==> src/sv/hsv_to_rgb_pixel_unit_defines.svh <==
// Assertion macros shared by the HSV to RGB pixel unit.
`ifndef HSV_TO_RGB_PIXEL_UNIT_DEFINES_SVH
`define HSV_TO_RGB_PIXEL_UNIT_DEFINES_SVH

// Check an expression on every clock edge out of reset.
`define H2R_ASSERT_ALWAYS(lbl, expr, msg) \
  lbl: assert property (@(posedge clk_i) disable iff (!rst_ni) (expr)) else $error(msg);

// Check a consequence in the same cycle as its cause.
`define H2R_ASSERT_SAME(lbl, ante, cons, msg) \
  lbl: assert property (@(posedge clk_i) disable iff (!rst_ni) (ante) |-> (cons)) \
    else $error(msg);

// Check a consequence in the cycle after its cause.
`define H2R_ASSERT_NEXT(lbl, ante, cons, msg) \
  lbl: assert property (@(posedge clk_i) disable iff (!rst_ni) (ante) |=> (cons)) \
    else $error(msg);

`endif

==> src/sv/h2r_pkg.sv <==
// Types, constants and widths shared by the HSV to RGB pixel unit.
`default_nettype none

package h2r_pkg;

  // Field widths
  localparam int HUE_W = 13;
  localparam int CH_W  = 8;
  localparam int P_W   = 2 * CH_W;

  // Hue fixed point: fraction bits of a degree
  localparam int HUE_FRAC_BITS = 4;
  localparam int SECTOR_UNITS  = 60 << HUE_FRAC_BITS;
  localparam int FULL_TURN     = 6 * SECTOR_UNITS;
  localparam int NUM_SECTORS   = 6;
  localparam int SEC_W         = 3;

  // Weight, mix term and numerator widths
  localparam int W_W = $clog2(SECTOR_UNITS + 1);
  localparam int T_W = $clog2(255 * SECTOR_UNITS + 1);
  localparam int N_W = T_W + CH_W;

  // Division of the numerator by 255 * sector width via a reciprocal
  localparam int DIVISOR     = 255 * SECTOR_UNITS;
  localparam int RECIP_SHIFT = N_W;
  localparam longint unsigned RECIP = (64'd1 << RECIP_SHIFT) / DIVISOR;
  localparam int R_W  = $clog2(RECIP + 1);
  localparam int PR_W = N_W + R_W;

  localparam logic [CH_W-1:0] CH_MAX = '1;

  // Hue sectors, in order around the wheel
  typedef enum logic [SEC_W-1:0] {
    SEC_R_TO_Y = 3'd0,
    SEC_Y_TO_G = 3'd1,
    SEC_G_TO_C = 3'd2,
    SEC_C_TO_B = 3'd3,
    SEC_B_TO_M = 3'd4,
    SEC_M_TO_R = 3'd5
  } sector_e;

  // Request payload
  typedef struct packed {
    logic [HUE_W-1:0] hue_sixteenths;
    logic [CH_W-1:0]  saturation;
    logic [CH_W-1:0]  brightness;
    logic [CH_W-1:0]  alpha_in;
  } pixel_in_t;

  // Result payload
  typedef struct packed {
    logic [CH_W-1:0] red;
    logic [CH_W-1:0] green;
    logic [CH_W-1:0] blue;
    logic [CH_W-1:0] alpha_out;
  } pixel_out_t;

  // Control that travels with each request down the pipeline
  typedef struct packed {
    logic            valid;
    logic            black;
    sector_e         sector;
    logic [CH_W-1:0] brightness;
    logic [CH_W-1:0] alpha;
  } stage_ctl_t;

endpackage

`default_nettype wire

==> src/sv/h2r_sector.sv <==
// Stage 1: find the hue sector and the triangular weight inside it.
`default_nettype none

module h2r_sector (
  input  wire logic               clk_i,
  input  wire logic               rst_ni,
  input  wire logic               valid_i,
  input  wire h2r_pkg::pixel_in_t pix_i,
  output h2r_pkg::stage_ctl_t     ctl_o,
  output logic [h2r_pkg::W_W-1:0] weight_o,
  output logic [h2r_pkg::CH_W-1:0] sat_o
);
  import h2r_pkg::*;

  logic [SEC_W-1:0] sector_idx;
  logic [W_W-1:0]   pos;
  logic [W_W-1:0]   weight_d;
  logic             black;
  stage_ctl_t       ctl_d, ctl_q;
  logic [W_W-1:0]   weight_q;
  logic [CH_W-1:0]  sat_q;

  // Compare against each sector boundary
  always_comb begin
    sector_idx = '0;
    for (int i = 1; i < NUM_SECTORS; i++) begin
      if (32'(pix_i.hue_sixteenths) >= 32'(i * SECTOR_UNITS)) begin
        sector_idx = SEC_W'(i);
      end
    end
  end

  // Position inside the sector; odd sectors run downhill
  always_comb begin
    black    = 32'(pix_i.hue_sixteenths) >= 32'(FULL_TURN);
    pos      = W_W'(32'(pix_i.hue_sixteenths) - 32'(int'(sector_idx) * SECTOR_UNITS));
    weight_d = sector_idx[0] ? W_W'(W_W'(SECTOR_UNITS) - pos) : pos;
  end

  always_comb begin
    ctl_d.valid      = valid_i;
    ctl_d.black      = black;
    ctl_d.sector     = sector_e'(sector_idx);
    ctl_d.brightness = pix_i.brightness;
    ctl_d.alpha      = pix_i.alpha_in;
  end

  // Advance control
  always_ff @(posedge clk_i or negedge rst_ni) begin
    if (!rst_ni) begin
      ctl_q <= '0;
    end else begin
      ctl_q <= ctl_d;
    end
  end

  // Advance payload
  always_ff @(posedge clk_i) begin
    weight_q <= weight_d;
    sat_q    <= pix_i.saturation;
  end

  assign ctl_o    = ctl_q;
  assign weight_o = weight_q;
  assign sat_o    = sat_q;

endmodule

`default_nettype wire

==> src/sv/h2r_mix.sv <==
// Stages 2 and 3: build the X numerator and the zero-channel level.
`default_nettype none

module h2r_mix (
  input  wire logic                clk_i,
  input  wire logic                rst_ni,
  input  wire h2r_pkg::stage_ctl_t ctl_i,
  input  wire logic [h2r_pkg::W_W-1:0]  weight_i,
  input  wire logic [h2r_pkg::CH_W-1:0] sat_i,
  output h2r_pkg::stage_ctl_t      ctl_o,
  output logic [h2r_pkg::N_W-1:0]  num_o,
  output logic [h2r_pkg::CH_W-1:0] zero_o
);
  import h2r_pkg::*;

  logic [CH_W-1:0] inv_sat;
  logic [T_W-1:0]  mix_d, mix_q;
  logic [P_W-1:0]  base_d, base_q;
  stage_ctl_t      ctl2_q, ctl3_q;
  logic [N_W-1:0]  num_d, num_q;
  logic [P_W-1:0]  div_sum;
  logic [CH_W-1:0] zero_d, zero_q;

  // Stage 2: s*w + (255-s)*S and v*(255-s)
  always_comb begin
    inv_sat = CH_MAX - sat_i;
    mix_d   = T_W'(sat_i) * T_W'(weight_i) + T_W'(inv_sat) * T_W'(SECTOR_UNITS);
    base_d  = P_W'(ctl_i.brightness) * P_W'(inv_sat);
  end

  // Stage 3: scale by v; divide the base by 255 with a shift-add
  always_comb begin
    num_d   = N_W'(ctl2_q.brightness) * N_W'(mix_q);
    div_sum = base_q + (base_q >> CH_W) + P_W'(1);
    zero_d  = div_sum[P_W-1:CH_W];
  end

  // Advance control
  always_ff @(posedge clk_i or negedge rst_ni) begin
    if (!rst_ni) begin
      ctl2_q <= '0;
      ctl3_q <= '0;
    end else begin
      ctl2_q <= ctl_i;
      ctl3_q <= ctl2_q;
    end
  end

  // Advance payload
  always_ff @(posedge clk_i) begin
    mix_q  <= mix_d;
    base_q <= base_d;
    num_q  <= num_d;
    zero_q <= zero_d;
  end

  assign ctl_o  = ctl3_q;
  assign num_o  = num_q;
  assign zero_o = zero_q;

endmodule

`default_nettype wire

==> src/sv/h2r_quot.sv <==
// Stages 4 and 5: divide the X numerator by 255 times the sector width.
`default_nettype none

module h2r_quot (
  input  wire logic                     clk_i,
  input  wire logic                     rst_ni,
  input  wire h2r_pkg::stage_ctl_t      ctl_i,
  input  wire logic [h2r_pkg::N_W-1:0]  num_i,
  input  wire logic [h2r_pkg::CH_W-1:0] zero_i,
  output h2r_pkg::stage_ctl_t           ctl_o,
  output logic [h2r_pkg::CH_W-1:0]      cross_o,
  output logic [h2r_pkg::CH_W-1:0]      zero_o
);
  import h2r_pkg::*;
  `include "hsv_to_rgb_pixel_unit_defines.svh"

  logic [PR_W-1:0] prod;
  logic [CH_W-1:0] est_q;
  logic [N_W-1:0]  num_q;
  logic [CH_W-1:0] zero4_q, zero5_q;
  stage_ctl_t      ctl4_q, ctl5_q;
  logic [N_W-1:0]  rem;
  logic [CH_W-1:0] cross_d, cross_q;

  // Stage 4: reciprocal estimate, at most one short
  assign prod = PR_W'(num_i) * PR_W'(RECIP);

  // Stage 5: correct the estimate with one compare
  always_comb begin
    rem     = num_q - N_W'(est_q) * N_W'(DIVISOR);
    cross_d = (rem >= N_W'(DIVISOR)) ? CH_W'(est_q + CH_W'(1)) : est_q;
  end

  // Advance control
  always_ff @(posedge clk_i or negedge rst_ni) begin
    if (!rst_ni) begin
      ctl4_q <= '0;
      ctl5_q <= '0;
    end else begin
      ctl4_q <= ctl_i;
      ctl5_q <= ctl4_q;
    end
  end

  // Advance payload
  always_ff @(posedge clk_i) begin
    est_q   <= prod[RECIP_SHIFT+CH_W-1:RECIP_SHIFT];
    num_q   <= num_i;
    zero4_q <= zero_i;
    zero5_q <= zero4_q;
    cross_q <= cross_d;
  end

  assign ctl_o   = ctl5_q;
  assign cross_o = cross_q;
  assign zero_o  = zero5_q;

  `H2R_ASSERT_SAME(a_est_close, ctl4_q.valid && !ctl4_q.black,
    rem < N_W'(2 * DIVISOR), "reciprocal estimate more than one short")
  `H2R_ASSERT_SAME(a_zero_bounded, ctl5_q.valid,
    zero5_q <= ctl5_q.brightness, "zero level above the value level")
  `H2R_ASSERT_SAME(a_cross_bounded, ctl5_q.valid && !ctl5_q.black,
    cross_q >= zero5_q && cross_q <= ctl5_q.brightness,
    "cross channel outside zero..value range")

endmodule

`default_nettype wire

==> src/sv/hsv_to_rgb_pixel_unit.sv <==
// Top level: HSV to RGB pixel converter, six register stages.
// done_o is registered in the final stage, behind the sector, mix and quotient stages.
// Throughput: one request per cycle, every cycle; busy stays low.
// The depth is set by the multiply and reciprocal-divide chain (stages 2 to 5).
// Reset clears every stage valid bit; payload registers are not reset.
// Results cannot be stalled: each is shown for exactly one cycle.
`default_nettype none

module hsv_to_rgb_pixel_unit (
  input  wire logic               clk_i,
  input  wire logic               rst_ni,
  input  wire logic               start,
  output logic                    busy,
  input  wire h2r_pkg::pixel_in_t req_i,
  output logic                    done_o,
  output h2r_pkg::pixel_out_t     rsp_o
);
  import h2r_pkg::*;
  `include "hsv_to_rgb_pixel_unit_defines.svh"

  logic            accept;
  stage_ctl_t      s1_ctl, s3_ctl, s5_ctl;
  logic [W_W-1:0]  s1_weight;
  logic [CH_W-1:0] s1_sat;
  logic [N_W-1:0]  s3_num;
  logic [CH_W-1:0] s3_zero, s5_zero, s5_cross;
  pixel_out_t      rsp_d, rsp_q;
  logic            done_q;

  // Take a request every cycle
  assign busy   = 1'b0;
  assign accept = start && !busy;

  h2r_sector u_sector (
    .clk_i    (clk_i),
    .rst_ni   (rst_ni),
    .valid_i  (accept),
    .pix_i    (req_i),
    .ctl_o    (s1_ctl),
    .weight_o (s1_weight),
    .sat_o    (s1_sat)
  );

  h2r_mix u_mix (
    .clk_i    (clk_i),
    .rst_ni   (rst_ni),
    .ctl_i    (s1_ctl),
    .weight_i (s1_weight),
    .sat_i    (s1_sat),
    .ctl_o    (s3_ctl),
    .num_o    (s3_num),
    .zero_o   (s3_zero)
  );

  h2r_quot u_quot (
    .clk_i    (clk_i),
    .rst_ni   (rst_ni),
    .ctl_i    (s3_ctl),
    .num_i    (s3_num),
    .zero_i   (s3_zero),
    .ctl_o    (s5_ctl),
    .cross_o  (s5_cross),
    .zero_o   (s5_zero)
  );

  // Route chroma, cross and zero levels by sector; drop color past a full turn
  always_comb begin
    rsp_d.alpha_out = s5_ctl.alpha;
    unique case (s5_ctl.sector)
      SEC_R_TO_Y: begin
        rsp_d.red = s5_ctl.brightness; rsp_d.green = s5_cross; rsp_d.blue = s5_zero;
      end
      SEC_Y_TO_G: begin
        rsp_d.red = s5_cross; rsp_d.green = s5_ctl.brightness; rsp_d.blue = s5_zero;
      end
      SEC_G_TO_C: begin
        rsp_d.red = s5_zero; rsp_d.green = s5_ctl.brightness; rsp_d.blue = s5_cross;
      end
      SEC_C_TO_B: begin
        rsp_d.red = s5_zero; rsp_d.green = s5_cross; rsp_d.blue = s5_ctl.brightness;
      end
      SEC_B_TO_M: begin
        rsp_d.red = s5_cross; rsp_d.green = s5_zero; rsp_d.blue = s5_ctl.brightness;
      end
      default: begin
        rsp_d.red = s5_ctl.brightness; rsp_d.green = s5_zero; rsp_d.blue = s5_cross;
      end
    endcase
    if (s5_ctl.black) begin
      rsp_d.red   = '0;
      rsp_d.green = '0;
      rsp_d.blue  = '0;
    end
  end

  // Hold the result strobe
  always_ff @(posedge clk_i or negedge rst_ni) begin
    if (!rst_ni) begin
      done_q <= 1'b0;
    end else begin
      done_q <= s5_ctl.valid;
    end
  end

  // Hold the result payload
  always_ff @(posedge clk_i) begin
    rsp_q <= rsp_d;
  end

  assign done_o = done_q;
  assign rsp_o  = rsp_q;

  `H2R_ASSERT_NEXT(a_black_zero, s5_ctl.valid && s5_ctl.black,
    rsp_o.red == '0 && rsp_o.green == '0 && rsp_o.blue == '0,
    "hue past a full turn gave color")
  `H2R_ASSERT_NEXT(a_chroma_kept, s5_ctl.valid && !s5_ctl.black,
    rsp_o.red == $past(s5_ctl.brightness) || rsp_o.green == $past(s5_ctl.brightness)
      || rsp_o.blue == $past(s5_ctl.brightness),
    "no channel carries the value level")
  `H2R_ASSERT_ALWAYS(a_never_busy, !busy, "unit refused a request")

endmodule

`default_nettype wire
==> config.mk <==
export PLATFORM = sky130hd
export DESIGN_NAME = hsv_to_rgb_pixel_unit
export DESIGN_NICKNAME = d
export VERILOG_FILES = /design/src/sv/h2r_pkg.sv /design/src/sv/h2r_sector.sv /design/src/sv/h2r_mix.sv /design/src/sv/h2r_quot.sv /design/src/sv/hsv_to_rgb_pixel_unit.sv
export VERILOG_INCLUDE_DIRS = /design/src /design/src/sv
export SDC_FILE = /design/constraint.sdc
export NUM_CORES = 1
export LEC_CHECK = 0
export BUFFER_PORTS_ARGS = -buffer_cell sky130_fd_sc_hd__buf_2
export CAP_MARGIN = 30
export CORE_UTILIZATION = 50
export CTS_CLUSTER_DIAMETER = 200
export DETAILED_ROUTE_END_ITERATION = 8
export GPL_TIMING_DRIVEN = 0
export PLACE_DENSITY = 0.77
export SLEW_MARGIN = 20
export SYNTH_ARGS = -nofsm -noshare
export SYNTH_HDL_FRONTEND = slang
export SYNTH_HIERARCHICAL = 1
export SYNTH_SLANG_ARGS = --single-unit
==> constraint.sdc <==
create_clock -name clk_i -period 5.7 [get_ports clk_i]
set_input_delay 1.14 -clock clk_i [delete_from_list [all_inputs] [get_ports clk_i]]
set_output_delay 1.14 -clock clk_i [all_outputs]
set_load 0.005 [all_outputs]
# Word-level counts from Yosys, hierarchy flattened
# Cells that the tools add are included.
# totals
wordCells	76
input_bits	40
register_bits	282
# classes
magnitude_cmp	7
eq_ne	4
mux	8
n_addsub	8
n_reduce_logical	1
multipliers	7
# op_table
operator	n
24-bit case mux with 5 select lines	1
26-bit by 8-bit multiplier with 33-bit output, second input constant	1
13-bit by 12-bit >= comparator with 1-bit output, second input constant	2
13-bit >= comparator, second input constant	2
26-bit by 18-bit >= comparator with 1-bit output, second input constant	1
8-bit by 18-bit multiplier with 26-bit output	1
26-bit subtractor	1
8-bit by 12-bit multiplier with 20-bit output, second input constant	1
18-bit adder	1
8-bit by 10-bit multiplier with 18-bit output	1
16-bit by 1-bit adder with 16-bit output, second input constant	1
16-bit by 8-bit adder with 16-bit output	1
8-bit by 8-bit multiplier with 16-bit output	1
13-bit by 10-bit >= comparator with 1-bit output, second input constant	1
13-bit by 11-bit >= comparator with 1-bit output, second input constant	1
8-bit by 4-bit multiplier with 12-bit output, second input constant	1
3-bit 2-to-1 mux	4
10-bit 2-to-1 mux	1
10-bit subtractor	1
10-bit subtractor, first input constant	1
8-bit by 1-bit adder with 8-bit output, second input constant	1
8-bit 2-to-1 mux	1
8-bit subtractor, first input constant	1
3-bit by 2-bit == test with 1-bit output, second input constant	2
other kinds (5)	5

# Depth between registers and ports, before layout
# Gate-level depths: netlist (run 1).
# logic_depth
depth_word	10
mapped_depth	29

# By module
# Netlist (run 1), hierarchy kept.
# modules_own_cells
mod	cells_each	instances	seq_area_each_um2	area_each_um2
h2r_mix	1343	1	2412.3	12831.1
h2r_quot	673	1	2092.0	6936.7
hsv_to_rgb_pixel_unit	159	1	665.6	1545.2
h2r_sector	113	1	885.8	1436.4

# Worst setup path after synthesis (run 1)
# OpenSTA, ideal clock, no wires.
# synth_path
path_kind	reg-to-reg
start	reg u_sector.sat_q[0] (netlist: u_sector/sat_o[0])
end	reg u_mix.mix_q[17]
stages_incl_launch_ff	19
arrival_time_ns	5.655
setup_time_ns	0.072
n_path_buf	1
t_required_ns	5.628
setup_slack_ns	-0.027
path_cell_list	dfxtp_1 clkbuf_1 inv_1 fa_1 fa_1 inv_1 fa_1 fa_1 fa_1 fa_1 fa_1 inv_1 ha_1 a41oi_1 a21boi_1 o21a_1 a41o_1 a31oi_1 xnor2_1
# synth_between
elab_chain_len	3
elab_cells_between_ends	4
classes_between	2 x add/sub; 2 x mul
# synth_lines
item	line_no	rtl
start: declaration	h2r_sector.sv:21	logic [CH_W-1:0] sat_q;
start signal: assignment	h2r_sector.sv:60	sat_q <= pix_i.saturation;
8-bit subtractor	h2r_mix.sv:26	inv_sat = CH_MAX - sat_i;
8-bit by 4-bit multiplier with 12-bit output	h2r_mix.sv:27	mix_d = T_W'(sat_i) * T_W'(weight_i) + T_W'(inv_sat) * T_W'(SECTOR_UNITS);
18-bit adder (*)	h2r_mix.sv:27	
via u_mix.mix_d[17]	h2r_mix.sv:17	logic [T_W-1:0] mix_d, mix_q;
end signal: assignment	h2r_mix.sv:51	mix_q <= mix_d;
end: declaration	h2r_mix.sv:17	
# Mark *: on every way through the listed nets, which the timed path passes. The rest lies on a longest branch.
# A chain may end at the register's enable or synchronous reset.

# Final worst setup path (run 1)
# layout_path
start	reg u_quot.est_q[5]
end	reg u_quot.cross_q[6] (netlist: u_quot/cross_o[6])
# layout_between
elab_chain_len	4
elab_cells_between_ends	5
classes_between	2 x add/sub; 1 x mul; 1 x order compare; 1 x mux
# layout_lines
item	line_no	rtl
start: declaration	h2r_quot.sv:18	logic [CH_W-1:0] est_q;
start signal: assignment	h2r_quot.sv:47	est_q <= prod[RECIP_SHIFT+CH_W-1:RECIP_SHIFT];
8-bit by 12-bit multiplier with 20-bit output	h2r_quot.sv:30	rem = num_q - N_W'(est_q) * N_W'(DIVISOR);
26-bit subtractor	h2r_quot.sv:30	
26-bit by 18-bit >= comparator with 1-bit output	h2r_quot.sv:31	cross_d = (rem >= N_W'(DIVISOR)) ? CH_W'(est_q + CH_W'(1)) : est_q;
8-bit 2-to-1 mux (*)	h2r_quot.sv:31	
via u_quot.cross_d[6]	h2r_quot.sv:23	logic [CH_W-1:0] cross_d, cross_q;
end signal: assignment	h2r_quot.sv:51	cross_q <= cross_d;
end: declaration	h2r_quot.sv:23	
# Marked as above.

==> impl_metrics.toml, run 1 <==
[sta]
rsz0062_at_grt = "true"
finalHoldViolCount = 0
fin_hold_ws_ns = 0.320
fin_worst_skew_ns = 0.0225
fin_ws_ns = -0.279
post-route-min-period_ns = 5.98
finalCritPeriodShare_pct = 105
maxSlewViolCount = 0
slew_headroom_pct = 56.1
tightest_slew_ns = 0.654
max_freq_ghz = 0.167
finalSetupViolations = 8
fin_setup_tns_ns = -1.94

[floorplanning]
row_count = 77
coreArea_mm2 = 0.0445
start_util_pct = 51.1
die_x_um = 215
ios = 74
die_area_mm2 = 0.0464
die_h_um = 215

[logic_synthesis]
synth_top_area_share_pct = 22.2
muxShareOfSynthArea_pct = 0.792
synth_cell_types = 87
synth_cells = 2288
ys.flop_type = "dfxtp_1"
synth-xor-area-share_pct = 4.48
synthSimpleGateAreaFrac_pct = 12.5
synth_edf_count = 0
synth_compound_area_share_pct = 8.66
synthTopCellsByArea = "fa_1, ha_1, dfxtp_1"
syn_nets = 2873
syn_avg_cell_area_um2 = 9.94
synthAdderAreaFrac_pct = 38.3
yosysWarningCount = 6
async_flop_share_pct = 38.4
synth_top_cell_by_area = "fa_1"
synth_top_family_by_area = "adder cells"
ys_seq_area_share_pct = 26.6
ys_seq_elements = 276
netlist_area_mm2 = 0.0227

[cells_and_area]
final_layout_size_suffix_gt1_share_pct = 13.0
layout.nets = 3024
area_growth_syn_to_layout_pct = 13.7
post-route-util_pct = 58.1
antennaDiodeCount = 0

[global_route]
track_usage_pct = 22.6
overflow = 0
met1_usage_pct = 27.4
grt_pass1_vias = 17400
antenna_found_initial = 0
grt_pass1_wl_mm = 85.2
grt_max_degree = 60
use_met3_pct = 2.62
grt_busiest_layer = "met2"
use_met2_pct = 40.6

[worst_setup_path]
r2r_slack_ns = -0.28
worst-endpoint-arrival_ns = 6.45
crit_required_ns = 6.17
cp_slowest_stage_delay_ns = 0.60
endpoint_kind = "flip-flop"
startpoint_type = "flip-flop"
path_max_fanout = 5
critPathSlowestCell = "fa_1"
critPathKind = "reg -> reg"

[place]
dp_hpwl_mm = 38.4
port_buffers = 71
place.gp.congestion = 0.912

[status]
failed_checks = "negative setup slack"
status = "finished with violations"

[clock_network]
htree_levels = 1
cts_tree = "built"
cts_buffer_depth = 3
clockRootBuffer = "clkbuf_16"
numCtsBuffers = 28
cts_sinks = 276
path_clk_slew_ns = 0.06
worstSkewPairLatency_ns = 0.56

[detailed_routing]
wire_per_inst_um = 17.0
wirelength_mm = 51.9
drt_iter0_markers = 1064
first_pass_iters = 6
remaining_drc_errors = 0
viasPerCell = 5.36
drtAntennaViolNets = 0
num_vias = 16400

[run]
cap_violations = 0

[worst_hold_path]
hp-class = "reg -> reg"
flip-flops by register name, indices dropped and copies added, names as in the netlist, 8 cells and up:
register	count
u_sector/weight_o	10
u_quot/zero_o	8
u_quot/cross_o	8
u_sector/sat_o	8
u_mix/ctl2_q	21
u_mix/zero_o	8
u_mix/ctl_o	21
u_mix/base_q	16
u_sector/ctl_o	21
u_quot/ctl4_q	21
u_quot/est_q	8
u_mix/num_o	26
u_mix/mix_q	18
u_quot/zero4_q	8
u_quot/ctl_o	21
u_quot/num_q	20
rsp_o	32
per-stage QoR:
stage | cells | instance area, um2 | setup WS [ns]
final | 3053 | 25900 | -0.279
after floorplan | 2288 | 22800 | -0.00307
after CTS | 3038 | 25500 | -0.0268
after detailed placement | 2953 | 23900 | -1.08
after global routing | 3053 | 25900 | -0.474
after global placement | 2951 | 23800 | -0.863
worst max-delay path: cells and delay by family (launching register included):
family / cells / cell delay, ns
xor+xnor: 2 / 0.24
simple gates: 5 / 0.71
flops: 1 / 0.36
fa+ha+maj: 6 / 2.64
buf+inv: 9 / 0.85
compound gates: 7 / 1.07
cells by family after synthesis:
logic type                 Yosys count
muxes                               15
buffers and inverters              514
AOI/OAI and AO/OA                  279
DFF                                276
other                                1
adders and majority gates          545
xor gates and xnor gates           113
and+or+nand+nor                    545
cells in the final DEF, fill, tap and decap left out, drive strengths merged, types with 7 or more instances in the layout:
cell type	instances
a21oi	64
nand4	12
nand2	163
buf	135
nor2	69
a21o	29
a31oi	9
clkinvlp	7
and2	144
and3	8
mux2	11
nor2b	44
xnor2	82
a211oi	21
dfrtp	106
a2111oi	15
dfxtp	170
o22ai	17
fa	252
o21a	23
xor2	31
clkbuf	59
nand3	21
nand2b	14
o21ai	46
or2	7
ha	293
nor3	34
nor4	12
inv	476
timing repair:
action                     CTS  global route
hold buffers                 0             0
buffers inserted            34            16
gates cloned                 1             0
pin swaps                   49            68
setup endpoints to repair   15            15
resized for setup           80            56
layer usage:
metal	up-vias	share of wire (%)
met5	-	0
met4	0	3.8
met3	137	4.8
met2	541	52
met1	8095	40
li1	7597	-
layout make-up:
| class | count | area, um2 |
|---|---|---|
| repair buffers | 123 | 796 |
| clock buffers | 37 | 817 |
| well taps | 592 | 741 |
| multi-input cells | 1499 | 15200 |
| fillers | 3558 | 18700 |
| clock inverters | 15 | 201 |
| inverters | 477 | 1800 |
| plain buffers | 34 | 198 |
| flip-flops and latches | 276 | 6100 |
cells in the mapped netlist, types with 4 or more instances:
master and n:
nor4_1 11, nand3_1 21, o22ai_1 17, fa_1 252, a21o_1 27, nor2b_1 43
nand4_1 10, a41oi_1 4, or2_2 4, buf_2 6, xnor2_1 79, and2_1 143
mux2_2 8, clkbuf_1 25, nand2_1 162, o2111ai_1 6, a21oi_1 64, o211ai_1 4
a31oi_1 7, o21a_1 23, o31ai_1 4, dfrtp_1 106, a2111oi_2 7, o21bai_1 4
nor3_1 34, a211oi_1 20, a21boi_1 4, o21ai_0 25, dfxtp_1 170, inv_1 476
o21ai_1 19, ha_1 293, and3_1 8, buf_4 4, nor2_1 69, a2111oi_0 5
xor2_1 30, nand2b_1 14
worst paths after layout:
| kind | startpoint | end | cells past startpoint |
|---|---|---|---|
| worst min-delay path | u_mix/zero_o[4] | u_quot/zero4_q[4] | 0 |
| worst max-delay path | u_quot/est_q[5] | u_quot/cross_o[6] | 29 |
| max in group asynchronous | rst_ni | u_sector/ctl_o[13] | 2 |
| worst max register to register | u_quot/est_q[5] | u_quot/cross_o[6] | 29 |
| worst min register to register | u_mix/zero_o[4] | u_quot/zero4_q[4] | 0 |
| min in group asynchronous | rst_ni | u_quot/ctl_o[5] | 1 |
Power of run 1 is not shown: default switching activity piles up to over one toggle a cycle in this logic, so the estimate is an artifact.
==> inputs of run 2 (changes only) <==
CAP_MARGIN = 20   (was 30)
CORE_ASPECT_RATIO = 1.4   (was not set)
==> impl_metrics.toml, run 2 (synthesis gave the netlist of run 1 again) <==
[cells_and_area]
area_growth_syn_to_layout_pct = 13.3
fin_area_mm2 = 0.0258
layout.nets = 3026
antennaDiodeCount = 0
final_common_cell = "inv_1"
post-route-util_pct = 57.3
layout_common_cells = "inv_1, ha_1, fa_1"
largest_reg_flops = 32
final_layout_size_suffix_gt1_share_pct = 13.0

[worst_setup_path]
cp_slowest_stage_delay_ns = 0.51
critPathSlowestCell = "fa_1"
crit_start = "u_quot/est_q[4]"
critPathKind = "reg -> reg"
crit_required_ns = 6.20
path_max_fanout = 5
crit_cells = 24
worst-endpoint-arrival_ns = 6.30
rr_worst_depth = 24
path_buf_inv = 3
endpoint_kind = "flip-flop"
path_delay_family = "adder cells"
critPathMostFrequentCell = "fa_1"
cp_cell_sequence = "fa_2 > inv_2 > fa_1 > fa_1 > fa_1 > inv_2 > ha_4 > and3_4 > a2111o_1 > a41o_1 > a2111oi_4 > nor3_2 > xnor2_1 > ha_1 > o21ai_2 > nand2_1 > o21ai_2 > a31oi_4 > xnor2_2 > xnor2_2 > buf_4 > nand4_4 > nand4_1 > xnor2_1"
r2r-start = "u_quot/est_q[4]"
startpoint_type = "flip-flop"

[clock_network]
numCtsBuffers = 28
cts_buffer_depth = 3
cts_tree = "built"
path_clk_slew_ns = 0.06
cts_sinks = 276
htree_levels = 1
worstSkewPairLatency_ns = 0.58
hold_buffers = 0
clockRootBuffer = "clkbuf_16"

[sta]
fin_setup_tns_ns = -0.594
rsz0062_at_grt = "true"
fin_ws_ns = -0.0997
finalSetupViolations = 8
finalCritPeriodShare_pct = 102
max_freq_ghz = 0.172
tightest_slew_ns = 0.958
post-route-min-period_ns = 5.80
slew_headroom_pct = 36.0
finalHoldViolCount = 0
fin_worst_skew_ns = 0.0264
maxSlewViolCount = 0
fin_hold_ws_ns = 0.326

[floorplanning]
coreArea_mm2 = 0.0450
die_x_um = 182
row_count = 92
die_h_um = 254
ios = 74
start_util_pct = 50.5
die_area_mm2 = 0.0464

[worst_hold_path]
hp-start = "u_quot/zero4_q[6]"
hold_depth = 0
hp-class = "reg -> reg"

[detailed_routing]
num_vias = 16100
viasPerCell = 5.25
top_signal_layer_used = "met4"
wl_met3_mm = 1.67
wire_per_inst_um = 16.2
drtAntennaViolNets = 0
drt_iter0_markers = 885
first_pass_iters = 7
wirelength_mm = 49.9
m1WireLength_mm = 18.7
remaining_drc_errors = 0
wl_met2_mm = 27.2

[place]
dpl-instance-area_mm2 = 0.0239
port_buffers = 71
place.gp.congestion = 0.884
dp_hpwl_mm = 38.4

[global_route]
grt_pass1_wl_mm = 80.9
track_usage_pct = 21.5
antenna_found_initial = 0
grt_pass1_vias = 17300
overflow = 0
grt_max_degree = 60

[run]
cap_violations = 0

[status]
status = "finished with violations"
failed_checks = "negative setup slack"
run 2: what timing repair did:
| item | CTS | global route |
|---|---|---|
| resized for setup | 80 | 42 |
| pin swaps | 45 | 45 |
| gates cloned | 1 | 0 |
| setup buffers | 38 | 16 |
| setup endpoints to repair | 16 | 14 |
run 2: final cells by class:
| class | count | area [um2] |
|---|---|---|
| plain buffers | 33 | 171 |
| flip-flops and latches | 276 | 6100 |
| multi-input cells | 1499 | 15200 |
| clock inverters | 19 | 183 |
| clock buffers | 33 | 729 |
| inverters | 477 | 1810 |
| well taps | 611 | 764 |
| repair buffers | 126 | 798 |
| fillers | 3649 | 19200 |
run 2: metal layers:
layer	vias to the layer above	GRT usage, %
met2	444	43.0
li1	7592	-
met5	-	0
met1	7938	22.6
met4	0	9.29
met3	153	1.98
run 2: path summary, 6_finish.rpt:
kind | slack (ns) | endpoint
worst max-delay path | -0.1 | u_quot/cross_o[7]
worst min-delay path | 0.33 | u_quot/zero_o[6]
worst max register to register | -0.1 | u_quot/cross_o[7]
worst min register to register | 0.33 | u_quot/zero_o[6]
max in group asynchronous | 4.59 | u_sector/ctl_o[8]
min in group asynchronous | 0.49 | u_quot/ctl_o[3]
run 2: per-stage QoR:
stage               setup slack, ns  instances
floorplan                  -0.00307       2288
global placement             -0.892       2970
detailed placement            -1.04       2971
CTS                         0.00218       3059
global route                 -0.257       3074
finish                      -0.0997       3074
Power of run 2 is left out for the same reason.
==> inputs of run 3 (changes only) <==
--- a/config.mk
+++ b/config.mk
@@ -14,5 +14,5 @@
 export DETAILED_ROUTE_END_ITERATION = 8
 export GPL_TIMING_DRIVEN = 0
-export PLACE_DENSITY = 0.77
+export PLACE_DENSITY = 0.74
 export SLEW_MARGIN = 20
 export SYNTH_ARGS = -nofsm -noshare
==> constraint.sdc (replaced) <==
create_clock -name clk_i -period 7.2 [get_ports clk_i]
set_input_delay 0.72 -clock clk_i [delete_from_list [all_inputs] [get_ports clk_i]]
set_output_delay 0.72 -clock clk_i [all_outputs]
set_load 0.005 [all_outputs]
==> impl_metrics.toml, run 3 (synthesis gave the netlist of run 1 again) <==
[status]
status = "complete, no violations"

[sta]
finalSetupViolations = 0
slew_headroom_pct = 46.3
finalHoldViolCount = 0
post-route-min-period_ns = 6.71
fin_setup_tns_ns = 0
rsz0062_at_grt = "false"
maxSlewViolCount = 0
max_freq_ghz = 0.149
fin_ws_ns = 0.486
fin_worst_skew_ns = 0.0210
finalCritPeriodShare_pct = 93.2
tightest_slew_ns = 0.803

[worst_setup_path]
path_max_fanout = 10
worst-endpoint-arrival_ns = 7.24
path_delay_family = "adder cells"
cp_cell_sequence = "clkbuf_1 > inv_1 > fa_1 > inv_1 > fa_1 > inv_1 > ha_1 > nand2_1 > a2bb2oi_1 > a21boi_0 > fa_1 > inv_1 > fa_1 > fa_1 > inv_1 > ha_1 > a2111oi_0 > and2_1 > o31ai_2 > nor4b_1 > a211o_1"
endpoint_kind = "flip-flop"
critPathKind = "reg -> reg"
critPathSlowestCell = "dfxtp_1"
path_buf_inv = 6
startpoint_type = "flip-flop"
cp_slowest_stage_delay_ns = 0.62
crit_required_ns = 7.72

[cells_and_area]
antennaDiodeCount = 0
area_growth_syn_to_layout_pct = 9.13
layout_common_cells = "inv_1, ha_1, fa_1"
final_layout_size_suffix_gt1_share_pct = 7.26
fill_cells = 3885
multi_input_area_mm2 = 0.0147
largest_reg_flops = 32
final_common_cell = "inv_1"
seqCellArea_mm2 = 0.00606
layout.nets = 2975

[detailed_routing]
first_pass_iters = 5
viasPerCell = 5.16
drt_iter0_markers = 547
wirelength_mm = 47.8
num_vias = 15600
wire_per_inst_um = 15.8
drtAntennaViolNets = 0
remaining_drc_errors = 0

[global_route]
antenna_found_initial = 1
track_usage_pct = 21.2
overflow = 0
grt_max_degree = 67
grt_pass1_vias = 16700
grt_pass1_wl_mm = 78.5

[clock_network]
numCtsBuffers = 28
clockRootBuffer = "clkbuf_16"
cts_buffer_depth = 3
htree_levels = 1
path_clk_slew_ns = 0.06
hold_buffers = 0
postCtsSetupRepairBufs = 0
worstSkewPairLatency_ns = 0.58
cts_tree = "built"
cts_sinks = 276
cts_resized = 0

[floorplanning]
die_h_um = 254
ios = 74
coreArea_mm2 = 0.0450
start_util_pct = 50.5
row_count = 92
die_area_mm2 = 0.0464
die_x_um = 182

[run]
cap_violations = 0

[place]
place.gp.congestion = 0.874
port_buffers = 71
dp_hpwl_mm = 39.2
place_ws_ns = 0.562

[worst_hold_path]
hp-class = "in -> async"
## run 3: final cells by class
cell class | count | area share (%)
clock inverters | 12 | 0.433
plain buffers | 37 | 0.711
inverters | 477 | 7.21
clock buffers | 39 | 3.28
repair buffers | 72 | 1.57
flip-flops and latches | 276 | 24.4
multi-input cells | 1498 | 59.3
well taps | 611 | 3.08
## run 3: final timing paths
kind | start | endpoint | slack (ns) | depth (start not counted)
setup / recovery | u_sector/sat_o[4] | u_mix/mix_q[16] | 0.49 | 21
hold / removal | rst_ni | u_mix/ctl_o[3] | 0.05 | 1
setup reg to reg | u_sector/sat_o[4] | u_mix/mix_q[16] | 0.49 | 21
hold reg to reg | u_mix/zero_o[4] | u_quot/zero4_q[4] | 0.32 | 0
max in group asynchronous | rst_ni | u_mix/ctl2_q[12] | 6.49 | 2
min in group clk_i | req_i[23] | u_sector/sat_o[7] | 0.24 | 1
## run 3: per-stage QoR
stage | utilization, % | hold slack [ns] | instances | cell area [um2]
4_1_cts | 55.2 | 0.0294 | 3022 | 24800
3_5_place_dp | 53.1 | 0.312 | 2971 | 23900
3_3_place_gp | 53.0 | 0.313 | 2970 | 23900
2_1_floorplan | - | 0.310 | 2288 | 22700
5_1_grt | 55.2 | 0.0487 | 3022 | 24800
6_report | 55.2 | 0.0457 | 3022 | 24800
## run 3: worst reg2reg max path, cell delays in order (launching register included)
cell and delay, ns:
dfxtp_1 0.62, clkbuf_1 0.43, inv_1 0.30, fa_1 0.55
inv_1 0.06, fa_1 0.51, inv_1 0.05, ha_1 0.33
nand2_1 0.09, a2bb2oi_1 0.26, a21boi_0 0.37, fa_1 0.47
inv_1 0.09, fa_1 0.44, fa_1 0.55, inv_1 0.04
ha_1 0.33, a2111oi_0 0.36, and2_1 0.22, o31ai_2 0.12
nor4b_1 0.33, a211o_1 0.16
## run 3: routing by layer
layer,share of wire [%],track usage [%],vias to the layer above
met5,0,0,-
met3,2.8,1.97,131
li1,-,-,7486
met4,4.8,10.9,0
met1,38,22.2,7672
met2,55,41.5,303
Power of run 3 is left out for the same reason.
